===== config.mk =====
export PLATFORM = sky130hd
export DESIGN_NAME = gre_ctl
export DESIGN_NICKNAME = d
export VERILOG_FILES = /design/src/rtl/gre_pkg.sv /design/src/rtl/gre_ctl.sv
export SDC_FILE = /design/constraint.sdc
export NUM_CORES = 1
export LEC_CHECK = 0
export BUFFER_PORTS_ARGS = -buffer_cell sky130_fd_sc_hd__buf_2
export CAP_MARGIN = 20
export CORE_AREA = 4 4 41 43
export DETAILED_ROUTE_END_ITERATION = 7
export DIE_AREA = 0 0 45 47
export GPL_TIMING_DRIVEN = 0
export PLACE_DENSITY = 0.71
export REMOVE_ABC_BUFFERS = 1
export SLEW_MARGIN = 40
export SYNTH_ARGS = -nofsm -noshare
export SYNTH_HDL_FRONTEND = slang
export SYNTH_SLANG_ARGS = --single-unit

===== constraint.sdc =====
create_clock -name clk -period 2.6 [get_ports clk]
set_input_delay 0.39 -clock clk [delete_from_list [all_inputs] [get_ports clk]]
set_output_delay 0.39 -clock clk [all_outputs]
set_load 0.1 [all_outputs]

===== src/rtl/gre_pkg.sv =====
// gre_pkg: shared types and constants of the gamepad report event generator
// depends on: nothing

package gre_pkg;

    localparam int BUTTONS     = 24;
    localparam int AXES        = 6;
    localparam int KEY_W       = 5;
    localparam int CFG_IDX_W   = 3;
    localparam int CFG_DATA_W  = 16;
    localparam int STICK_ROW_W = 80;

    localparam logic [KEY_W-1:0] LAST_AXIS   = KEY_W'(AXES - 1);
    localparam logic [KEY_W-1:0] LAST_BUTTON = KEY_W'(BUTTONS - 1);

    // configuration register indexes
    localparam logic [CFG_IDX_W-1:0] REG_LEFT_DZ     = 3'd0;
    localparam logic [CFG_IDX_W-1:0] REG_RIGHT_DZ    = 3'd1;
    localparam logic [CFG_IDX_W-1:0] REG_TRIG_THR    = 3'd2;
    localparam logic [CFG_IDX_W-1:0] REG_FIRST_DELAY = 3'd3;
    localparam logic [CFG_IDX_W-1:0] REG_NEXT_DELAY  = 3'd4;

    // register reset values
    localparam logic [14:0] LEFT_DZ_RST     = 15'd7849;
    localparam logic [14:0] RIGHT_DZ_RST    = 15'd8689;
    localparam logic [7:0]  TRIG_THR_RST    = 8'd30;
    localparam logic [15:0] FIRST_DELAY_RST = 16'd200;
    localparam logic [15:0] NEXT_DELAY_RST  = 16'd100;

    typedef enum logic [2:0] {
        EV_CONNECT    = 3'd0,
        EV_DISCONNECT = 3'd1,
        EV_ANALOG     = 3'd2,
        EV_PRESS      = 3'd3,
        EV_RELEASE    = 3'd4,
        EV_REPEAT     = 3'd5
    } event_kind_t;

    typedef struct packed {
        logic [14:0] left_dz;
        logic [14:0] right_dz;
        logic [7:0]  trig_thr;
        logic [15:0] first_delay;
        logic [15:0] next_delay;
    } cfg_t;

    typedef struct packed {
        logic [1:0]         pad;
        logic               connected;
        logic [15:0]        button_word;
        logic [7:0]         left_trigger;
        logic [7:0]         right_trigger;
        logic signed [15:0] left_x;
        logic signed [15:0] left_y;
        logic signed [15:0] right_x;
        logic signed [15:0] right_y;
        logic [31:0]        now;
    } report_t;

    typedef struct packed {
        logic [1:0]         pad;
        event_kind_t        kind;
        logic [KEY_W-1:0]   key;
        logic signed [15:0] value;
    } evt_t;

    // controller to datapath
    typedef struct packed {
        logic             load;
        logic             conn;
        logic             ana;
        logic             btn;
        logic             flush;
        logic             adv;
        logic [KEY_W-1:0] idx;
    } ctl_cmd_t;

    // datapath to controller
    typedef struct packed {
        logic skip;
        logic hit;
        logic slot_free;
        logic pend_valid;
        logic out_free;
    } ctl_status_t;

endpackage


===== src/rtl/gre_ctl.sv =====
// gre_ctl: sequencer for one report: connection, six axes, 24 buttons, flush
// depends on: gre_pkg

module gre_ctl (
    input  logic                 clk,
    input  logic                 rst_n,
    input  logic                 in_valid,
    output logic                 in_ready,
    input  gre_pkg::ctl_status_t status,
    output gre_pkg::ctl_cmd_t    cmd
);
    import gre_pkg::*;

    typedef enum logic [2:0] {
        S_IDLE,
        S_CONN,
        S_ANA,
        S_BTN,
        S_FLUSH
    } state_t;

    state_t           state_reg, state_next;
    logic [KEY_W-1:0] idx_reg, idx_next;

    always_comb
    begin
        state_next = state_reg;
        idx_next   = idx_reg;
        cmd        = '0;
        cmd.idx    = idx_reg;
        in_ready   = (state_reg == S_IDLE);
        unique case (state_reg)
            S_IDLE:
            begin
                if (in_valid)
                begin
                    cmd.load = 1'b1;
                    if (!status.skip)
                    begin
                        state_next = S_CONN;
                    end
                end
            end
            S_CONN:
            begin
                cmd.conn   = 1'b1;
                idx_next   = '0;
                state_next = S_ANA;
            end
            S_ANA:
            begin
                cmd.ana = 1'b1;
                cmd.adv = !status.hit || status.slot_free;
                if (cmd.adv)
                begin
                    if (idx_reg == LAST_AXIS)
                    begin
                        idx_next   = '0;
                        state_next = S_BTN;
                    end
                    else
                    begin
                        idx_next = idx_reg + 1'b1;
                    end
                end
            end
            S_BTN:
            begin
                cmd.btn = 1'b1;
                cmd.adv = !status.hit || status.slot_free;
                if (cmd.adv)
                begin
                    if (idx_reg == LAST_BUTTON)
                    begin
                        state_next = S_FLUSH;
                    end
                    else
                    begin
                        idx_next = idx_reg + 1'b1;
                    end
                end
            end
            S_FLUSH:
            begin
                cmd.flush = 1'b1;
                cmd.adv   = !status.pend_valid || status.out_free;
                if (cmd.adv)
                begin
                    state_next = S_IDLE;
                end
            end
            default:
            begin
                state_next = S_IDLE;
            end
        endcase
    end

    always_ff @(posedge clk or negedge rst_n)
    begin
        if (!rst_n)
        begin
            state_reg <= S_IDLE;
            idx_reg   <= '0;
        end
        else
        begin
            state_reg <= state_next;
            idx_reg   <= idx_next;
        end
    end
endmodule


Word-level counts from Yosys, hierarchy flattened
Index checks and enable logic that the tools add are counted.
Storage, ports and cells
  logic and storage cells: 46
  register bits after elaboration: 8
Operators by class
  equal/unequal tests: 14
  multiplexer cells: 20
  add/subtract/negate cells: 1
  reductions and logical operators: 9
Operators by type and width (count)
  $mux W3: 7
  $mux W5: 4
  $ne A2 B2 Y1 const B: 8
  $pmux W3 S5: 1
  $pmux W5 S3: 1
  $reduce_and A7 Y1: 1
  $eq A3 B2 Y1 const B: 2
  $mux W1: 6
  $add A5 B1 Y5 const B: 1
  $eq A5 B3 Y1 const B: 1
  $eq A5 B5 Y1 const B: 1
  $reduce_and A4 Y1: 1
  $eq A3 B1 Y1 const B: 1
  $eq A3 B3 Y1 const B: 1
  $logic_not A3 Y1: 1
  $reduce_bool A3 Y1: 1
  $logic_not A1 Y1: 2
  $logic_or A1 B1 Y1: 2
  $pmux W1 S2: 1
  $reduce_or A2 Y1: 1

Logic depth before layout (Yosys ltp)
  word-level depth: 4
  gate-level depth with buffers: 6
  depth with buffers taken out: 6

Worst setup path before layout
Ideal clock, no wire load.
  kind: register to output
  start: register state_reg[0]
  end: output cmd[10] (netlist bit)
  data required time: 2210 ps
  setup slack: -1219 ps
  stages on the path, launching flop included: 4
  path buffers: 0
  data arrival time: 3429 ps
  path through: dfrtp_1 -> nor3_1 -> nand2_1 -> inv_1
RTL lines
  start, declared: line gre_ctl.sv:22  | state_t state_reg, state_next;
  start signal, assigned: line gre_ctl.sv:108  | state_reg <= state_next;
  end, declared: line gre_ctl.sv:10  | output gre_pkg::ctl_cmd_t cmd

==> flow_metrics.env <==
export IMPL_final_cell_mix="buf_2, dfrtp_1, nand3_1"
export IMPL_cts_sinks=8
export IMPL_drv_slew=0
export IMPL_largest_register_ffs=5
export IMPL_vias=501
export IMPL_finalCritPeriodShare_pct=78.58
export IMPL_synth_distinct_cells=34
export IMPL_crit_path_end_kind="output pin"
export IMPL_worstSetupPathType="reg2out"
export IMPL_gp_congestion=0.7821
export IMPL_drt_first_pass_iters=4
export IMPL_grt_pass1_wl_um=2090
export IMPL_fmax_ghz=0.4895
export IMPL_crit_path_start="state_reg[0]"
export IMPL_hold_path_end="state_reg[0]"
export IMPL_status="finished clean"
export IMPL_std_cell_rows=13
export IMPL_grt_usage_pct=13.94
export IMPL_crit_required_ns=2.21
export IMPL_drv_cap=0
export IMPL_grt_setup_unrepaired="no"
export IMPL_synth_top_cell_by_area="dfrtp_1"
export IMPL_die_area_um2=2115
export IMPL_final_common_cell="buf_2"
export IMPL_grt_max_degree=9
export IMPL_hp_class="in2reg"
export IMPL_syn_area_per_cell_um2=10.21
export IMPL_wl_per_cell_um=13.34
export IMPL_slew_limit_headroom_pct=67.71
export IMPL_antenna_found_initial=0
export IMPL_clockBufferDepth=2
export IMPL_synthCells=57
export IMPL_drtIter0Drc=11
export IMPL_stdcell_count=94
export IMPL_reg2regPathDepth=5
export IMPL_area_growth_pct=23.87
export IMPL_route_detailed_drc=0
export IMPL_dp_hpwl_um=981.3
export IMPL_cp_arrival_ns=1.65
export IMPL_post_dp_cell_area_um2=688.2
export IMPL_numPortBuffers=19
export IMPL_initial_core_util_pct=44.71
export IMPL_grt_pass1_vias=482
export IMPL_netlist_area_um2=581.8
export IMPL_ff2ff_setup_slack_ns=0.82
export IMPL_finalSetupViolCount=0
export IMPL_htreeDepth=1
export IMPL_nets=91
export IMPL_fin_skew_ns=0.002258
export IMPL_ys_seq_elements=8
export IMPL_cts_tree="built"
export IMPL_cts_inserted_buffers=3
export IMPL_ys_warn_count=0
export IMPL_path_max_fanout=7
export IMPL_worstReg2RegStart="idx_reg[0]"
export IMPL_post_route_min_period_ns=2.043
export IMPL_tightest_slew_ns=0.4877
export IMPL_cp_start_kind="flop"
export IMPL_die_w_um=45
export IMPL_whs_path_depth=2
export IMPL_viasPerCell=5.330
export IMPL_yosysSeqAreaShare_pct=34.41
export IMPL_cpPeakStageDelay_ns=0.45
export IMPL_rr_endpoint="idx_reg[0]"
export IMPL_drive_above_1_share_pct=44.30
export IMPL_grt_overflow_total=0
export IMPL_io_pins=20
export IMPL_hold_viol_final=0
export IMPL_hp_start="status[4]"
export IMPL_clk_pin_slew_worst_paths_ns=0.05
export IMPL_worstSkewPairLatency_ns=0.25
export IMPL_slowest_stage="dfrtp_1"
export IMPL_die_y_um=47
export IMPL_core_area_um2=1301
export IMPL_drt_total_wl_um=1254
export IMPL_path_cells="or3b_4, clkinv_4, buf_2"
export IMPL_antenna_cells=0
export IMPL_post_cts_resized=0
export IMPL_ctsRootBufferMaster="clkbuf_4"
export IMPL_design_area_um2=720.7
export IMPL_synth_top_area_share_pct=34.41
export IMPL_drtAntennaViolNets=0
export IMPL_synth_area_top_cells="dfrtp_1, ha_1, or3b_4, a211oi_4, nand3_1"
export IMPL_place_detailed_instances=90
area by class of cell:
class,instances,area (um2)
clock buffer,3,22.52
fill,127,580.6
inverter,4,20.02
multi-input combinational,44,354.1
sequential,8,200.2
tap,15,18.77
timing repair buffer,20,105.1
metrics by stage:
step / utilization (%) / setup slack, ns / setup TNS (ns) / hold slack (ns)
floorplan: - / -1.219 / -1.984 / 0.09441
global placement: 52.88 / 0.8277 / 0 / 0.2433
detailed placement: 52.88 / 0.8190 / 0 / 0.2457
CTS: 55.38 / 0.5428 / 0 / 0.3331
global route: 55.38 / 0.4568 / 0 / 0.3343
finish: 55.38 / 0.5570 / 0 / 0.3315
synthesized netlist by cell type:
master,number
dfrtp_1,8
nand3_1,4
inv_1,3
nor2_1,3
o21ai_0,3
a211o_1,2
and3_1,2
ha_1,2
nand2_1,2
nor2b_1,2
o22ai_1,2
or3b_4,2
a2111oi_2,1
a211oi_4,1
a21oi_1,1
a22o_1,1
and2_2,1
and2b_4,1
buf_4,1
clkinv_4,1
mux2_2,1
mux2i_1,1
nand2b_1,1
nand2b_2,1
nand3b_1,1
nor2_4,1
nor3_1,1
nor4_2,1
o211a_1,1
o211ai_1,1
o21ai_4,1
o2bb2ai_1,1
o31ai_1,1
or2b_2,1
layer usage:
| layer | GRT usage, % | routed length [um] | vias to the layer above |
|---|---|---|---|
| met3 | 5.747 | 104 | 2 |
| met4 | 3.509 | 6 | 0 |
| li1 | - | - | 258 |
| met5 | 0 | 0 | - |
| met1 | 17.02 | 583 | 223 |
| met2 | 22.88 | 559 | 18 |
timing repair:
item                       4_1_cts  5_1_grt
setup endpoints to repair        0        0
hold endpoints to repair         8        0
setup buffers                    0        0
hold buffers                     1        0
worst max-delay path, delay by kind of cell, from the launching register on:
| family | cells | cell delay [ns] |
|---|---|---|
| flip-flops | 1 | 0.45 |
| AND/OR/NAND/NOR | 1 | 0.45 |
| buffers and inverters | 2 | 0.50 |
logic make-up (layout without fill, tap and decap cells):
family | after synthesis | count (layout) | synth area share, %
AO/OA/AOI/OAI | 16 | 16 | 24.73
adder cells (fa/ha/maj) | 2 | 2 | 4.300
buffers and inverters | 5 | 27 | 4.732
flip-flops | 8 | 8 | 34.41
multiplexers | 2 | 2 | 3.656
AND/OR/NAND/NOR | 24 | 24 | 28.17
worst max path at each step:
stage          depth (start not counted)  slack, ns          to
2_1_floorplan                          3      -1.22     cmd[10]
3_3_place_gp                           5       0.83  idx_reg[0]
3_5_place_dp                           3       0.82      cmd[9]
4_1_cts                                3       0.54      cmd[9]
5_1_grt                                3       0.46      cmd[9]
6_report                               3       0.56      cmd[9]
Power is not shown: default switching activity piles up to over one toggle a cycle in this logic, so the estimate is an artifact.
