$ cat config.mk
export PLATFORM = sky130hd
export DESIGN_NAME = gre_cfg
export DESIGN_NICKNAME = d
export VERILOG_FILES = /design/src/rtl/gre_pkg.sv /design/src/rtl/gre_cfg.sv
export SDC_FILE = /design/constraint.sdc
export NUM_CORES = 1
export LEC_CHECK = 0
export ABC_AREA = 1
export ABC_CLOCK_PERIOD_IN_PS = 1700
export BUFFER_PORTS_ARGS = -buffer_cell sky130_fd_sc_hd__buf_2
export CAP_MARGIN = 25
export CORE_MARGIN = 8
export CORE_UTILIZATION = 50
export DETAILED_ROUTE_END_ITERATION = 6
export PLACE_DENSITY = 0.79
export SLEW_MARGIN = 5
export SYNTH_ARGS = -nofsm -noshare
export SYNTH_HDL_FRONTEND = slang
export SYNTH_SLANG_ARGS = --single-unit
$ cat constraint.sdc
create_clock -name clk -period 1.7 [get_ports clk]
set_input_delay 0.255 -clock clk [delete_from_list [all_inputs] [get_ports clk]]
set_output_delay 0.255 -clock clk [all_outputs]
set_load 0.05 [all_outputs]
$ cat src/rtl/gre_pkg.sv
// gre_pkg: shared types and constants of the gamepad report event generator
// depends on: nothing

package gre_pkg;

    localparam int BUTTONS     = 24;
    localparam int AXES        = 6;
    localparam int KEY_W       = 5;
    localparam int CFG_IDX_W   = 3;
    localparam int CFG_DATA_W  = 16;
    localparam int STICK_ROW_W = 80;

    localparam logic [KEY_W-1:0] LAST_AXIS   = KEY_W'(AXES - 1);
    localparam logic [KEY_W-1:0] LAST_BUTTON = KEY_W'(BUTTONS - 1);

    // configuration register indexes
    localparam logic [CFG_IDX_W-1:0] REG_LEFT_DZ     = 3'd0;
    localparam logic [CFG_IDX_W-1:0] REG_RIGHT_DZ    = 3'd1;
    localparam logic [CFG_IDX_W-1:0] REG_TRIG_THR    = 3'd2;
    localparam logic [CFG_IDX_W-1:0] REG_FIRST_DELAY = 3'd3;
    localparam logic [CFG_IDX_W-1:0] REG_NEXT_DELAY  = 3'd4;

    // register reset values
    localparam logic [14:0] LEFT_DZ_RST     = 15'd7849;
    localparam logic [14:0] RIGHT_DZ_RST    = 15'd8689;
    localparam logic [7:0]  TRIG_THR_RST    = 8'd30;
    localparam logic [15:0] FIRST_DELAY_RST = 16'd200;
    localparam logic [15:0] NEXT_DELAY_RST  = 16'd100;

    typedef enum logic [2:0] {
        EV_CONNECT    = 3'd0,
        EV_DISCONNECT = 3'd1,
        EV_ANALOG     = 3'd2,
        EV_PRESS      = 3'd3,
        EV_RELEASE    = 3'd4,
        EV_REPEAT     = 3'd5
    } event_kind_t;

    typedef struct packed {
        logic [14:0] left_dz;
        logic [14:0] right_dz;
        logic [7:0]  trig_thr;
        logic [15:0] first_delay;
        logic [15:0] next_delay;
    } cfg_t;

    typedef struct packed {
        logic [1:0]         pad;
        logic               connected;
        logic [15:0]        button_word;
        logic [7:0]         left_trigger;
        logic [7:0]         right_trigger;
        logic signed [15:0] left_x;
        logic signed [15:0] left_y;
        logic signed [15:0] right_x;
        logic signed [15:0] right_y;
        logic [31:0]        now;
    } report_t;

    typedef struct packed {
        logic [1:0]         pad;
        event_kind_t        kind;
        logic [KEY_W-1:0]   key;
        logic signed [15:0] value;
    } evt_t;

    // controller to datapath
    typedef struct packed {
        logic             load;
        logic             conn;
        logic             ana;
        logic             btn;
        logic             flush;
        logic             adv;
        logic [KEY_W-1:0] idx;
    } ctl_cmd_t;

    // datapath to controller
    typedef struct packed {
        logic skip;
        logic hit;
        logic slot_free;
        logic pend_valid;
        logic out_free;
    } ctl_status_t;

endpackage

$ cat src/rtl/gre_cfg.sv
// gre_cfg: configuration register file with decode of the write index
// depends on: gre_pkg

module gre_cfg (
    input  logic                           clk,
    input  logic                           rst_n,
    input  logic                           wr_en,
    input  logic [gre_pkg::CFG_IDX_W-1:0]  wr_idx,
    input  logic [gre_pkg::CFG_DATA_W-1:0] wr_data,
    output gre_pkg::cfg_t                  cfg
);
    import gre_pkg::*;

    cfg_t cfg_reg;

    always_ff @(posedge clk or negedge rst_n)
    begin
        if (!rst_n)
        begin
            cfg_reg.left_dz     <= LEFT_DZ_RST;
            cfg_reg.right_dz    <= RIGHT_DZ_RST;
            cfg_reg.trig_thr    <= TRIG_THR_RST;
            cfg_reg.first_delay <= FIRST_DELAY_RST;
            cfg_reg.next_delay  <= NEXT_DELAY_RST;
        end
        else if (wr_en)
        begin
            unique case (wr_idx)
                REG_LEFT_DZ:     cfg_reg.left_dz     <= wr_data[14:0];
                REG_RIGHT_DZ:    cfg_reg.right_dz    <= wr_data[14:0];
                REG_TRIG_THR:    cfg_reg.trig_thr    <= wr_data[7:0];
                REG_FIRST_DELAY: cfg_reg.first_delay <= wr_data;
                REG_NEXT_DELAY:  cfg_reg.next_delay  <= wr_data;
                default:         ;
            endcase
        end
    end

    assign cfg = cfg_reg;
endmodule

After elaboration in Yosys (flattened, before gate mapping):

Cells that the tools add are included.

* eq/ne operators: 4
* reductions and logical operators: 6

Operators with widths (number)
* 2-bit AND reduction: 5
* 3-bit by 2-bit equality test with 1-bit output, second input constant: 2
* 3-bit by 1-bit equality test with 1-bit output, second input constant: 1
* 3-bit equality test, second input constant: 1
* 3-bit zero test: 1

* flip-flop bits (word level): 70
* output and inout port bits: 70

Logic depth before layout (Yosys ltp):

Gate-level depths: netlist (run 1).

* depth after elaboration: 2
* gate-level depth with buffers: 6
* depth with buffers taken out: 5

Worst setup path before layout (run 1):

OpenSTA, ideal clock, no wires.

* path kind: input port to flip-flop
* start point: in wr_en
* end point: reg cfg_reg, in the netlist cfg[32]
* path buffers: 1
* stages: 6
* data arrival time: 0.846 ns
* slack: 0.735 ns
* data required time: 1.581 ns
* cell sequence: inv_2 nor2_4 buf_4 nand2_1 nand2_1 nand2_1

* cells in the longest elaborated chain, start to end: 1

Ends and longest elaborated chain
* start: declaration: line gre_cfg.sv:7 `input logic wr_en,`
* 2-bit AND reduction (no line)
* end: declaration: line gre_cfg.sv:14 `cfg_t cfg_reg;`

Every way passes these cells.
A chain may end at the register's enable or synchronous reset.

Worst setup path in the final report (run 1):

* start point: reg cfg_reg, in the netlist cfg[33]
* end point: out cfg[33] in the netlist's numbering

RTL lines
* end: declaration: line gre_cfg.sv:10 `output gre_pkg::cfg_t cfg`

No word-level cell between the ends.

==> results of run 1 <==
layout make-up:
cell class	count	area (µm²)
fillers	501	1970
well taps	72	90.1
clock buffers	12	145
clock inverters	4	22.5
repair buffers	100	526
flip-flops and latches	70	1780
inverters	6	22.5
multi-input cells	223	950
tightest hold or removal path: cells and delay by family:
family,cells,cell delay (ps)
buffers and inverters,1,90
AND/OR/NAND/NOR,2,100
report_power, final:
part,internal [mW],total (mW),switching (mW)
sequential,2.06,2.24,0.178
clock,0.562,1.17,0.606
combinational,0.378,1.94,1.56
total,3.00,5.35,2.35
layout by cell type (no fill, tap or decap):
cell,n
nor2_4,4
dlygate4sd3_1,1
clkbuf_1,2
clkinv_2,3
clkinvlp_4,1
buf_4,8
inv_2,5
nand2_1,159
nand3_1,54
dfstp_2,25
nand2_2,5
buf_2,91
dfrtp_1,45
clkbuf_8,10
inv_1,1
nor2_2,1
kinds of logic after synthesis:
family | synth area share, %
DFF | 62.8
buffers and inverters | 3.79
and+or+nand+nor | 33.4
repair_timing:
action | CTS | global route
gates resized for setup | 0 | 0
endpoints found under the hold margin | 45 | 0
hold buffers | 1 | 0
endpoints found under the setup margin | 0 | 0
per-stage QoR:
stage	total power, mW	hold slack, ps	worst slack, ps
2_1_floorplan	3.69	-40.6	735
3_5_place_dp	4.22	331	404
6_report	5.35	126	282
4_1_cts	5.38	121	277
5_1_grt	5.58	146	258
3_3_place_gp	4.18	324	444
worst max-delay path by stage:
stage               startpoint       to  slack (ps)  cells past startpoint
floorplan                wr_en  cfg[32]         730                      6
detailed placement   wr_idx[0]  cfg[10]         400                      5
finish                 cfg[33]  cfg[33]         280                      1
CTS                    cfg[33]  cfg[33]         280                      1
global placement     wr_idx[2]  cfg[28]         440                      5
global route           cfg[35]  cfg[35]         260                      1
layer usage:
layer,share of wire (%),vias up,track usage [%]
met4,1.4,0,6.41
met1,44,1225,24.6
met3,8.5,12,7.49
met5,0,-,0
li1,-,1175,-
met2,46,96,28.2
==> flow_summary_export.csv, run 1 <==
group,metric,value,unit
sta,setup_viol,0,
clock_tree,cts_made_buffers,9,
synthesis,netlist_instances,313,
worst_setup_path,worstPathCellList,"buf_2",
worst_setup_path,end_kind,"output port",
sta,hold_viol_final,0,
synthesis,avgSynthCellArea,9.07,µm²
clock_tree,tritoncts,"built",
pwr,p_per_area,1510,nW/µm²
synthesis,yosys_warnings,0,
grt,track_usage,19.0,%
synthesis,synth_cell_types,13,
routing,dr.pass1.iters,4,
synthesis,synth_top_area_share,39.6,%
run,cap_violations,0,
worst_setup_path,worstPathRequired,1440,ps
floorplanning,die_area,8350,µm²
sta,maxSlewHeadroom,69.1,%
placement,port_buffers,91,
worst_setup_path,crit_fanout,2,
routing,wl_per_cell,15.9,µm
sta,worst_clock_skew,0,ps
worst_setup_path,critPathTopFamily,"flip-flops",
placement,place.gp.congestion,0.795,
worst_setup_path,rrSetupSlack,970,ps
finish,drive_gt1_share,36.9,%
floorplanning,die_w,91.4,µm
worst_setup_path,r2r_end,"cfg[33]",
floorplanning,die_h,91.4,µm
synthesis,synthFlopType,"dfrtp_1",
finish,fin_util,64.3,%
sta,fin_crit,1420,ps
synthesis,synth_seq_cells,70,
worst_setup_path,critPathArrivalTime,1160,ps
floorplanning,ios,92,
routing,postRouteAntennaNets,0,
synthesis,ys_seq_area_share,62.8,%
sta,max_clock_freq,705,MHz
routing,vias_per_cell,5.15,
placement,dpl.cell_count,470,
min_path,min_from,"wr_data[15]",
outcome,status,"finished, final reports clean",
routing,num_vias,2508,
finish,final_cell_area,3540,µm²
sta,period_share,83.4,%
min_path,whs_path_depth,3,
sta,slew_violations,0,
clock_tree,clk_latency,340,ps
grt,grt_max_degree,38,
clock_tree,clockBufferDepth,2,
min_path,hold_path.class,"in -> reg",
pwr,leakage,2.00,nW
clock_tree,ctsRootBufferMaster,"clkbuf_8",
worst_setup_path,slowest_delay,550,ps
clock_tree,htreeDepth,3,
synthesis,ys_top_cells_by_count,"159 x nand2_1, 54 x nand3_1, 45 x dfrtp_1",
synthesis,synth_area_leaders,"dfrtp_1 40%, dfstp_2 23%, nand2_1 21%",
routing,drtIter0Drc,120,
clock_tree,cts.repair_timing.setup_buffer_count,0,
sta,tightestPinTransition,464,ps
floorplanning,std_cell_rows,27,
synthesis,synth_edf_count,0,
worst_setup_path,cp.buffers_inverters,1,
min_path,min_to,"cfg[31]",
routing,drt-total-wl,7730,µm
synthesis,syn_nets,335,
grt,grt_pass1_wl,12800,µm
finish,antenna_cells,0,
clock_tree,cts_sinks,70,
routing,drc,0,
floorplanning,start_util,51.6,%
synthesis,yosysMostFrequentCell,"nand2_1",
placement,place_hpwl,5690,µm
synthesis,yosys.area.top_type,"dfrtp_1",
sta,rsz0062_at_grt,"no",
pwr,ir_worst_vdd,0.000854,V
sta,fin_setup_tns,0,ps
worst_setup_path,path_class,"reg -> out",
placement,dpl-instance-area,3360,µm²
worst_setup_path,start_kind,"register",
floorplanning,core,5510,µm²
worst_setup_path,rr_worst_depth,2,
finish,largest_reg_flops,70,
synthesis,synthesis.area,2840,µm²
grt,grt_pass1_vias,2540,
grt,grt_remaining_overflow,0,
worst_setup_path,r2r-start,"cfg[33]",
finish,nNetsFinal,432,
finish,finalNonFillerCells,487,
clock_tree,path_clk_slew,70,ps
worst_setup_path,worst_path_max_delay_cell,"dfstp_2",
synthesis,synthArstFlopShare,100,%
grt,antenna_found_initial,0,
finish,area_growth,24.6,%
Note: power is estimated with default switching activity, not from simulation.
==> run 2, diff against run 1 <==
--- a/config.mk
+++ b/config.mk
@@ -6,13 +6,13 @@
 export NUM_CORES = 1
 export LEC_CHECK = 0
 export ABC_AREA = 1
-export ABC_CLOCK_PERIOD_IN_PS = 1700
+export ABC_CLOCK_PERIOD_IN_PS = 1300
 export BUFFER_PORTS_ARGS = -buffer_cell sky130_fd_sc_hd__buf_2
 export CAP_MARGIN = 25
 export CORE_MARGIN = 8
-export CORE_UTILIZATION = 50
+export CORE_UTILIZATION = 45
 export DETAILED_ROUTE_END_ITERATION = 6
-export PLACE_DENSITY = 0.79
+export PLACE_DENSITY = 0.75
 export SLEW_MARGIN = 5
 export SYNTH_ARGS = -nofsm -noshare
 export SYNTH_HDL_FRONTEND = slang
==> constraint.sdc (replaced) <==
create_clock -name clk -period 1.3 [get_ports clk]
set_input_delay 0.195 -clock clk [delete_from_list [all_inputs] [get_ports clk]]
set_output_delay 0.195 -clock clk [all_outputs]
set_load 0.05 [all_outputs]
==> flow_summary_export.csv, run 2 (synthesis results as in run 1) <==
group,metric,value,unit
placement,dpl.cell_count,477,
sta,fin_crit,1270,ps
pwr,netSwitchingPower,3.08,mW
sta,fin_setup_tns,0,ps
sta,setup_viol,0,
worst_setup_path,crit_fanout,2,
placement,place.gp.congestion,0.796,
routing,drc,0,
routing,dr.pass1.iters,4,
finish,area_growth,31.0,%
grt,grt_pass1_wl,12700,µm
pwr,p_sw_share,40.9,%
pwr,combPwrFrac,35.5,%
clock_tree,tritoncts,"built",
clock_tree,cts_sinks,70,
floorplanning,ios,92,
worst_setup_path,critPathArrivalTime,1080,ps
worst_setup_path,worst_path_max_delay_cell,"dfstp_2",
placement,preCtsSetupSlack,150,ps
worst_setup_path,worstPathCellList,"buf_4",
routing,drt-total-wl,7810,µm
worst_setup_path,end_kind,"output port",
min_path,hold_path.class,"in -> reg",
finish,antenna_cells,0,
clock_tree,ctsRootBufferMaster,"clkbuf_8",
clock_tree,path_clk_slew,70,ps
pwr,leakage,2.06,nW
finish,final_common_cell,"nand2_1",
finish,drive_gt1_share,37.2,%
pwr,ir_worst_vdd,0.000993,V
sta,tightestPinTransition,382,ps
clock_tree,htreeDepth,3,
sta,worst_slack,29.1,ps
sta,hold_viol_final,0,
floorplanning,die_area,9110,µm²
routing,postRouteAntennaNets,0,
sta,period_share,97.8,%
grt,grt_pass1_vias,2569,
run,cap_violations,0,
placement,place_hpwl,5640,µm
floorplanning,std_cell_rows,29,
outcome,status,"finished, final reports clean",
sta,max_clock_freq,787,MHz
floorplanning,core,6240,µm²
clock_tree,cts_made_buffers,9,
worst_setup_path,worstPathRequired,1110,ps
finish,n_fill_cell,580,
pwr,intPower,4.45,mW
routing,num_vias,2467,
worst_setup_path,cp.buffers_inverters,1,
clock_tree,clk_latency,340,ps
clock_tree,clockBufferDepth,2,
pwr,p_per_area,2020,nW/µm²
routing,drtIter0Drc,105,
sta,slew_violations,0,
worst_setup_path,path_class,"reg -> out",
sta,rsz0062_at_grt,"no",
floorplanning,die_h,95.4,µm
worst_setup_path,rrSetupSlack,560,ps
grt,grt_remaining_overflow,0,
sta,worst_clock_skew,0,ps
pwr,pwr-share-clk,25.5,%
routing,wl_per_cell,15.8,µm
routing,vias_per_cell,4.99,
sta,maxSlewHeadroom,74.5,%
worst_setup_path,slowest_delay,540,ps
placement,port_buffers,91,
finish,layout_common_cells,"159 x nand2_1, 66 x buf_2, 54 x nand3_1, 45 x dfrtp_1, 25 x dfstp_2",
grt,grt_max_degree,53,
pwr,p_seq_share,39.0,%
pwr,p_total,7.53,mW
finish,largest_reg_flops,70,
finish,nNetsFinal,434,
finish,finalNonFillerCells,494,
grt,track_usage,18.0,%
grt,antenna_found_initial,0,
floorplanning,start_util,45.5,%
floorplanning,die_w,95.4,µm
worst_setup_path,critPathTopFamily,"flip-flops",
clock_tree,cts.repair_timing.setup_buffer_count,0,
worst_setup_path,start_kind,"register",
==> run 2: cell count changes in the layout (fill, tap and decap cells not counted) <==
cell and delta:
buf_2 -25, buf_4 +16, buf_6 +10, bufinv_16 +2, buf_12 +1, clkinv_2 -1, clkinvlp_4 -1
==> run 2: power by group through the flow <==
stage / combinational (mW) / clock, mW / sequential [mW]
finish: 2.67 / 1.92 / 2.94
global route: 2.83 / 2.08 / 2.99
CTS: 2.67 / 1.97 / 2.93
detailed placement: 2.57 / 0 / 2.95
global placement: 2.54 / 0 / 2.94
floorplan: 0.402 / 0 / 4.42
==> run 2: path summary, 6_finish.rpt <==
kind / cells after the start / startpoint / end
setup / recovery: 1 / cfg[19] / cfg[19]
hold / removal: 3 / wr_data[15] / cfg[31]
setup reg to reg: 2 / cfg[40] / cfg[40]
hold reg to reg: 2 / cfg[6] / cfg[6]
max in group asynchronous: 3 / rst_n / cfg[48]
min in group asynchronous: 3 / rst_n / cfg[3]
==> run 2: routing by layer <==
| metal | track usage (%) | wire, µm | vias to the layer above |
|---|---|---|---|
| li1 | - | - | 1182 |
| met1 | 22.9 | 3350 | 1178 |
| met2 | 27.5 | 3610 | 93 |
| met3 | 5.75 | 698 | 14 |
| met4 | 8.32 | 154 | 0 |
| met5 | 0 | 0 | - |
==> run 2: through the flow <==
| stage | utilization, % | hold WS (ps) | area, µm² |
|---|---|---|---|
| after global routing | 59.6 | 86.0 | 3720 |
| after detailed placement | 54.4 | 218 | 3390 |
| after global placement | 54.4 | 208 | 3390 |
| after CTS | 59.0 | 66.6 | 3680 |
| final | 59.6 | 72.0 | 3720 |
| after floorplan | - | -101 | 2840 |
==> run 2: timing repair <==
item	4_1_cts	5_1_grt
hold endpoints to repair	45	0
hold buffers	1	0
setup endpoints to repair	25	10
gates resized for setup	25	10
pin swaps	0	0
==> run 2: final cells by class <==
class / instances / area (µm²) / share of cell area (%)
flip-flops and latches: 70 / 1780 / 47.9
multi-input cells: 223 / 950 / 25.5
repair buffers: 102 / 653 / 17.6
clock buffers: 12 / 145 / 3.90
well taps: 77 / 96.3 / 2.59
clock inverters: 4 / 70.1 / 1.88
inverters: 6 / 22.5 / 0.605
==> run 3, diff against run 2 <==
--- a/config.mk
+++ b/config.mk
@@ -12,7 +12,8 @@
 export CORE_MARGIN = 8
 export CORE_UTILIZATION = 45
 export DETAILED_ROUTE_END_ITERATION = 6
-export PLACE_DENSITY = 0.75
+export PLACE_DENSITY = 0.71
+export REMOVE_ABC_BUFFERS = 1
 export SLEW_MARGIN = 5
 export SYNTH_ARGS = -nofsm -noshare
 export SYNTH_HDL_FRONTEND = slang
==> flow_summary_export.csv, run 3 (synthesis results as in run 1) <==
group,metric,value,unit
outcome,status,"finished, final reports clean",
pwr,p_total,7.40,mW
floorplanning,ios,92,
sta,hold_viol_final,0,
finish,largest_reg_flops,70,
worst_setup_path,critPathArrivalTime,1080,ps
worst_setup_path,r2r-start,"cfg[23]",
pwr,p_per_area,1980,nW/µm²
min_path,min_from,"wr_data[15]",
finish,area_growth,31.3,%
floorplanning,core,6240,µm²
routing,num_vias,2426,
finish,layout_common_cells,"159 x nand2_1, 66 x buf_2, 54 x nand3_1, 45 x dfrtp_1, 25 x dfstp_2",
floorplanning,std_cell_rows,29,
worst_setup_path,r2r_end,"cfg[23]",
routing,wl_per_cell,16.2,µm
worst_setup_path,slowest_delay,540,ps
clock_tree,cts_made_buffers,9,
placement,port_buffers,91,
finish,final_cell_area,3730,µm²
clock_tree,htreeDepth,3,
sta,rsz0062_at_grt,"no",
clock_tree,path_clk_slew,70,ps
worst_setup_path,worst_path_max_delay_cell,"dfstp_2",
worst_setup_path,rrSetupSlack,550,ps
run,cap_violations,0,
worst_setup_path,worstPathCellList,"buf_4",
finish,antenna_cells,0,
sta,fin_hold_ws,64.2,ps
worst_setup_path,rr_worst_depth,2,
min_path,whs_path_depth,3,
worst_setup_path,start_kind,"register",
placement,preCtsSetupSlack,135,ps
grt,track_usage,18.4,%
floorplanning,die_area,9110,µm²
sta,maxSlewHeadroom,72.1,%
worst_setup_path,end_kind,"output port",
sta,max_clock_freq,785,MHz
pwr,leakage,2.06,nW
clock_tree,ctsRootBufferMaster,"clkbuf_8",
worst_setup_path,cp.buffers_inverters,1,
grt,grt_pass1_wl,12600,µm
finish,fin_util,59.7,%
routing,dr.pass1.iters,4,
sta,worst_clock_skew,0,ps
grt,grt_pass1_vias,2403,
routing,vias_per_cell,4.91,
placement,place.gp.congestion,0.802,
placement,dpl-instance-area,3410,µm²
grt,grt_max_degree,44,
pwr,ir_worst_vdd,0.000889,V
clock_tree,tritoncts,"built",
floorplanning,die_h,95.4,µm
grt,antenna_found_initial,0,
worst_setup_path,crit_fanout,2,
worst_setup_path,worstPathRequired,1110,ps
floorplanning,die_w,95.4,µm
finish,final_common_cell,"nand2_1",
clock_tree,cts.repair_timing.setup_buffer_count,0,
routing,drt-total-wl,7990,µm
sta,tightestPinTransition,417,ps
sta,fin_crit,1270,ps
sta,worst_slack,26.5,ps
worst_setup_path,path_class,"reg -> out",
sta,setup_viol,0,
clock_tree,cts_sinks,70,
placement,place_hpwl,5560,µm
sta,slew_violations,0,
clock_tree,clockBufferDepth,2,
routing,drtIter0Drc,146,
min_path,min_to,"cfg[31]",
grt,grt_remaining_overflow,0,
floorplanning,start_util,45.5,%
finish,drive_gt1_share,36.9,%
worst_setup_path,critPathTopFamily,"flip-flops",
routing,drc,0,
clock_tree,clk_latency,350,ps
min_path,hold_path.class,"in -> reg",
finish,nNetsFinal,435,
sta,period_share,98.0,%
routing,postRouteAntennaNets,0,
run 3: changes by cell type in the layout (fill, tap and decap cells not counted):
cell       before  now
clkinv_2        2    0
buf_12          1    2
buf_6          10   13
buf_4          24   21
clkbuf_1        2    3
bufinv_16       2    1
clkbuf_8       10   11
run 3: worst max path at each step:
stage                         start       to  slack (ps)  cells past startpoint
after global routing        cfg[19]  cfg[19]         0.8                      1
after detailed placement  wr_idx[0]  cfg[14]         140                      5
after CTS                    cfg[2]   cfg[2]           7                      1
after floorplan           wr_idx[0]   cfg[0]        -170                      4
final                       cfg[58]  cfg[58]          30                      1
after global placement    wr_idx[0]  cfg[12]         130                      5
run 3: power by group:
group	total, mW	leakage [nW]	switching, mW	internal [mW]
Combinational	2.69	1.13	2.05	0.644
Sequential	2.95	0.828	0.251	2.69
Clock	1.76	0.0968	0.774	0.984
run 3: tightest hold or removal path, cell delays in order:
cell and delay [ps]:
buf_2 90, nand2_1 50, nand2_1 50
run 3: layer usage:
layer / GRT usage (%) / vias to the layer above / wire, µm
met5: 0 / - / 0
met4: 7.94 / 0 / 144
met3: 5.98 / 12 / 797
met2: 26.5 / 100 / 3450
met1: 24.8 / 1134 / 3600
li1: - / 1180 / -
run 3: repair_timing:
action                                 4_1_cts  5_1_grt
pin swaps                                    0        0
setup endpoints to repair                   25       13
gates resized for setup                     25       13
hold buffers                                 1        0
endpoints found under the hold margin       45        0
run 3: cell type report:
cell class / instances / area (µm²)
Clock buffer: 14 / 163
Clock inverter: 1 / 30.0
Fill cell: 561 / 2510
Inverter: 6 / 22.5
Multi-Input combinational cell: 223 / 950
Sequential cell: 70 / 1780
Tap cell: 77 / 96.3
Timing Repair Buffer: 103 / 684
run 3: metrics by stage:
step / setup TNS, ps / instances
after floorplan: -4700 / 299
after global placement: 0 / 478
after detailed placement: 0 / 478
after CTS: 0 / 494
after global routing: 0 / 494
final: 0 / 494
